## src/hsiq_front.sv

```systemverilog
// Front end: takes requests and holds them in a two-entry queue for the back end.
// Depends on nothing but its ports.
`default_nettype none
module hsiq_front (
  input  wire logic        clk,
  input  wire logic        rst_n,
  input  wire logic        in_valid,
  output logic             in_ready,
  input  wire logic [32:0] in_data,
  output logic             q_valid,
  input  wire logic        q_pop,
  output logic      [32:0] q_data
);
  logic [32:0] mem_r [2];
  logic        wp_r, rp_r;
  logic [1:0]  cnt_r;
  logic        push;
  assign in_ready = (cnt_r != 2'd2);
  assign push     = in_valid && in_ready;
  assign q_valid  = (cnt_r != 2'd0);
  assign q_data   = mem_r[rp_r];
  always_ff @(posedge clk) begin
    if (push) mem_r[wp_r] <= in_data;
    if (!rst_n) begin
      wp_r <= 1'b0; rp_r <= 1'b0; cnt_r <= 2'd0;
    end else begin
      if (push) wp_r <= ~wp_r;
      if (q_pop) rp_r <= ~rp_r;
      cnt_r <= cnt_r + {1'b0, push} - {1'b0, q_pop};
    end
  end
endmodule
`default_nettype wire

```

## config.mk

```make
export PLATFORM = sky130hd
export DESIGN_NAME = hsiq_front
export DESIGN_NICKNAME = d
export VERILOG_FILES = /design/src/hsiq_front.sv
export SDC_FILE = /design/constraint.sdc
export NUM_CORES = 1
export LEC_CHECK = 0
export BUFFER_PORTS_ARGS = -buffer_cell sky130_fd_sc_hd__buf_2
export CORE_UTILIZATION = 46
export DETAILED_ROUTE_END_ITERATION = 12
export PLACE_DENSITY = 0.74
export SLEW_MARGIN = 5
export SYNTH_ARGS = -nofsm -noshare
export SYNTH_HDL_FRONTEND = slang
export SYNTH_SLANG_ARGS = --single-unit
```

## constraint.sdc

```tcl
create_clock -name clk -period 1.6 [get_ports clk]
set_input_delay 0.08 -clock clk [delete_from_list [all_inputs] [get_ports clk]]
set_output_delay 0.08 -clock clk [all_outputs]
set_load 0.005 [all_outputs]
```

**Word level (Yosys, flattened, before mapping)**

Memory sizes are Yosys's and may differ from the RTL's. A register that Yosys moved wholly into a read port is not among the register bits.
Index checks and enable logic that the tools add are counted.

- Flip-flop bits (word level): 4
- Output and inout port bits: 35
- Bits in writable memories: 66
- Bits of input ports: 37
- Word-level logic and storage cells: 15
- Memories kept: 1

Memories:

| memory | depth | bits a word | read ports | clocked after Yosys merged registers in | write ports | RTL line | source |
|---|---|---|---|---|---|---|---|
| mem_r | 2 | 33 | 1 | 1 | 1 | 14 | `logic [32:0] mem_r [2];` |

- Bitwise operators: 2
- $add $sub $neg: 2
- Equality and inequality tests: 1
- Reduce and logical (&&, ||, !) cells: 2
- Muxes and demuxes: 4

Operators with widths:

| operator | number |
|---|---|
| 1-bit two-way mux | 4 |
| 2-bit by 1-bit adder with 2-bit output | 1 |
| 2-bit inequality test (second input constant) | 1 |
| 1-bit inverter | 2 |
| 2-bit nonzero test | 1 |
| 2-bit by 1-bit subtractor with 2-bit output | 1 |
| 1-bit logical AND | 1 |

**Depth between registers and ports, before layout**

- Word-level depth: 4
- Mapped depth: 7
- Gate-level depth less buffers: 7

**Worst setup path after synthesis**

OpenSTA, ideal clock, no wires.

- Path type: register to register
- Start: register cnt_r[0]
- End: memory mem_r[1][0] (enable)
- Slack: -227 ps
- Clock period less this slack: 1827 ps
- Library setup time: 393 ps
- Data arrival time: 1434 ps
- Data required time: 1207 ps
- Cell stages (with the launch flop): 3
- Buffers on the path: 0
- Cells stage by stage: dfxtp_1 > nand2b_1 > and3_1

- Word-level cells in the longest chain between the ends: 4

RTL lines:

| element | RTL line | source |
|---|---|---|
| start: declaration | 16 | `logic [1:0] cnt_r;` |
| start signal: assignment | 29 | `cnt_r <= cnt_r + {1'b0, push} - {1'b0, q_pop};` |
| 2-bit inequality test | 18 | `assign in_ready = (cnt_r != 2'd2);` |
| named net in_ready | 8 | `output logic in_ready,` |
| 1-bit logical AND | 19 | `assign push = in_valid && in_ready;` |
| 1-bit two-way mux | 23 | `if (push) mem_r[wp_r] <= in_data;` |
| 1-bit two-way mux (not written as such) | 23 |  |
| end: declaration | 14 |  |

The timed path passes the listed nets, and every way through them passes these cells.

==> impl_metrics.tcl <==
set metrics [dict create \
    cts_tree "built" \
    p_sw_uw 919 \
    synth_top_area_share_pct 74.9 \
    grt_max_degree 34 \
    area_delta_synth_final_pct 38.8 \
    critPathKind "reg -> out" \
    dp_hpwl_um 2800 \
    drive_above_1_share_pct 51.2 \
    post-route-period-util_pct 94.1 \
    globalRouteMet3Util_pct 4.12 \
    worst-path-max-fanout 18 \
    fin_nets 285 \
    cellPowerDensity_nw_per_um2 1180 \
    clockRootBuffer "clkbuf_8" \
    row_count 27 \
    status "completed" \
    yosys.area.top_type "edfxtp_1" \
    cts_buffers 9 \
    ir_drop_v 0.000759 \
    seq_power_share_pct 52.0 \
    final.setup_skew_ns 0.00650 \
    ctsHtreeMaxLevel 3 \
    p_sw_share_pct 21.1 \
    seqCellArea_um2 2080 \
    n_antenna_cell 0 \
    finalSetupTns_ns 0 \
    track_usage_pct 16.2 \
    die_x_um 77.9 \
    grt_pass1_vias 1565 \
    netlist_top_cells_area "edfxtp_1, mux2_2, dfxtp_1, buf_4, and2_1" \
    avgSynthCellArea_um2 20.2 \
    synth_area_um2 2650 \
    setup_viol 0 \
    cp.arrival_ns 1.42 \
    endpoint "q_data[29]" \
    p_leak_uw 0.00141 \
    postCtsSetupRepairBufs 0 \
    ys_seq_elements 71 \
    yosys.cell_types.count 23 \
    combPwrFrac_pct 14.3 \
    syn-num-nets 169 \
    wl_per_cell_um 14.6 \
    portBuffers 71 \
    worst_path_max_delay_cell "mux2_2" \
    die_y_um 77.9 \
    endpoint_kind "output port" \
    dpl_cell_area_um2 3130 \
    p_int_uw 3430 \
    vias 1554 \
    met1_usage_pct 18.0 \
    synth_warnings 0 \
    whs_ns 0.0670 \
    cp.required_ns 1.52 \
    overflow 0 \
    final_antenna_net_count 0 \
    grt_pass1_wl_um 7140 \
    n_fill_cell 408 \
    final_cell_mix "buf_2, edfxtp_1, mux2_2, dlygate4sd3_1, clkbuf_8" \
    ys_seq_area_share_pct 78.6 \
    mostFrequentLayoutCell "buf_2" \
    syn-instance-count 131 \
    max_cap_violations 0 \
    ff2ff_setup_slack_ns 0.1 \
    drv_slew 0 \
    die-area_um2 6060 \
    initial_core_util_pct 47.8 \
    cpLargestDelayFamily "buffers and inverters" \
    fmax_ghz 0.665 \
    crit_path_start_kind "flip-flop" \
    crit_cells 3 \
    first_pass_iters 4 \
    finalWirelength_um 4730 \
    top_usage_layer "met2" \
    drt_iter0_drc 63 \
    hold_viol_final 0 \
    ios 72 \
    worst_slew_pin_slew_ns 0.267 \
    final_cell_count_no_fill 324 \
    relSlewSlack_pct 81.9 \
    antenna_found_initial 0 \
    fin_crit_ns 1.50 \
    insertion_delay_ns 0.32 \
    reg2reg_to "cnt_r[1]$_SDFF_PN0_" \
    crit_chain "buf_4 -> mux2_2 -> buf_2" \
    path_buf_inv 2 \
    total_power_uw 4350 \
    path_clk_slew_ns 0.06 \
    globalplace.congestion 0.723 \
    grtUsageMet2_pct 27.6 \
    cts.path.max_buffers 2 \
    drc 0 \
    place_inst 275 \
    finish.instance_area_um2 3670 \
    multi_input_area_um2 537 \
    core_um2 5540 \
    hp-class "in -> reg" \
    clkPwrFrac_pct 33.7 \
    reg2reg_depth 7 \
    max_stage_delay_ns 0.37 \
    avgViaCountPerCell 4.80 \
    r2r-start "cnt_r[1]$_SDFF_PN0_" \
    clock_sinks 71 \
]
==> how the worst min path moves through the flow <==
stage	start	end	slack (ns)	depth (start not counted)
3_5_place_dp	in_data[5]	mem_r[1][5]$_DFFE_PP_	0.27	1
4_1_cts	rst_n	cnt_r[0]$_SDFF_PN0_	0.05	2
5_1_grt	rst_n	cnt_r[0]$_SDFF_PN0_	0.06	2
6_report	rst_n	cnt_r[1]$_SDFF_PN0_	0.07	2
2_1_floorplan	in_data[0]	mem_r[0][0]$_DFFE_PP_	0.18	0
3_3_place_gp	in_data[25]	mem_r[0][25]$_DFFE_PP_	0.27	1
==> cells in the mapped netlist (all sizes together) <==
cell,instances
a211o,1
a211oi,1
a21bo,1
a21boi,2
and2,3
and3,1
buf,4
dfxtp,5
edfxtp,66
ha,1
inv,2
mux2,33
mux2i,1
nand2,2
nand2b,1
nand3,1
nand3b,2
nor4b,1
or2,1
xnor2,1
xor2,1
==> metal layers <==
metal	share of wire [%]	vias to the layer above
li1	-	744
met1	42	756
met2	52	46
met3	3.9	8
met4	2.3	0
met5	0	-
==> cells by family after synthesis <==
kind of cell | after synthesis | share of synthesized area, %
adders and majority gates | 1 | 0.473
DFF | 71 | 78.6
AOI/OAI and AO/OA | 5 | 1.70
muxes | 34 | 14.4
xor gates and xnor gates | 2 | 0.662
buffers and inverters | 6 | 1.32
and+or+nand+nor | 12 | 2.79
==> state kept, by name (all words and copies together), names as in the netlist, named ones only <==
| register | count |
|---|---|
| rp_r | 1 |
| wp_r | 1 |
| cnt_r | 2 |
| mem_r | 66 |
==> power groups by stage <==
stage | logic (µW) | clock network (µW) | registers [µW]
3_5_place_dp | 559 | 0 | 2300
3_3_place_gp | 555 | 0 | 2290
2_1_floorplan | 304 | 0 | 2290
6_report | 624 | 1460 | 2260
5_1_grt | 679 | 1570 | 2270
4_1_cts | 629 | 1500 | 2260
==> final cells by class <==
class / count / share of cell area [%]
Clock buffer: 11 / 3.58
Tap cell: 72 / 2.45
Inverter: 2 / 0.307
Timing Repair Buffer: 109 / 20.4
Multi-Input combinational cell: 54 / 14.6
Clock inverter: 5 / 1.98
Sequential cell: 71 / 56.7
==> per-stage QoR <==
step           worst slack, ns  util, %
5_1_grt                -0.0154     66.3
2_1_floorplan           0.0573        -
3_3_place_gp             0.123     56.5
6_report                0.0951     66.3
3_5_place_dp            0.0443     56.5
4_1_cts                 0.0115     66.2
==> repair_timing <==
item                                    CTS  global route
resized for setup                         0             3
hold endpoints to repair                 66             0
endpoints found under the setup margin    0             1
hold buffers                             33             0
No activity file was read; power rests on OpenSTA's default activity.
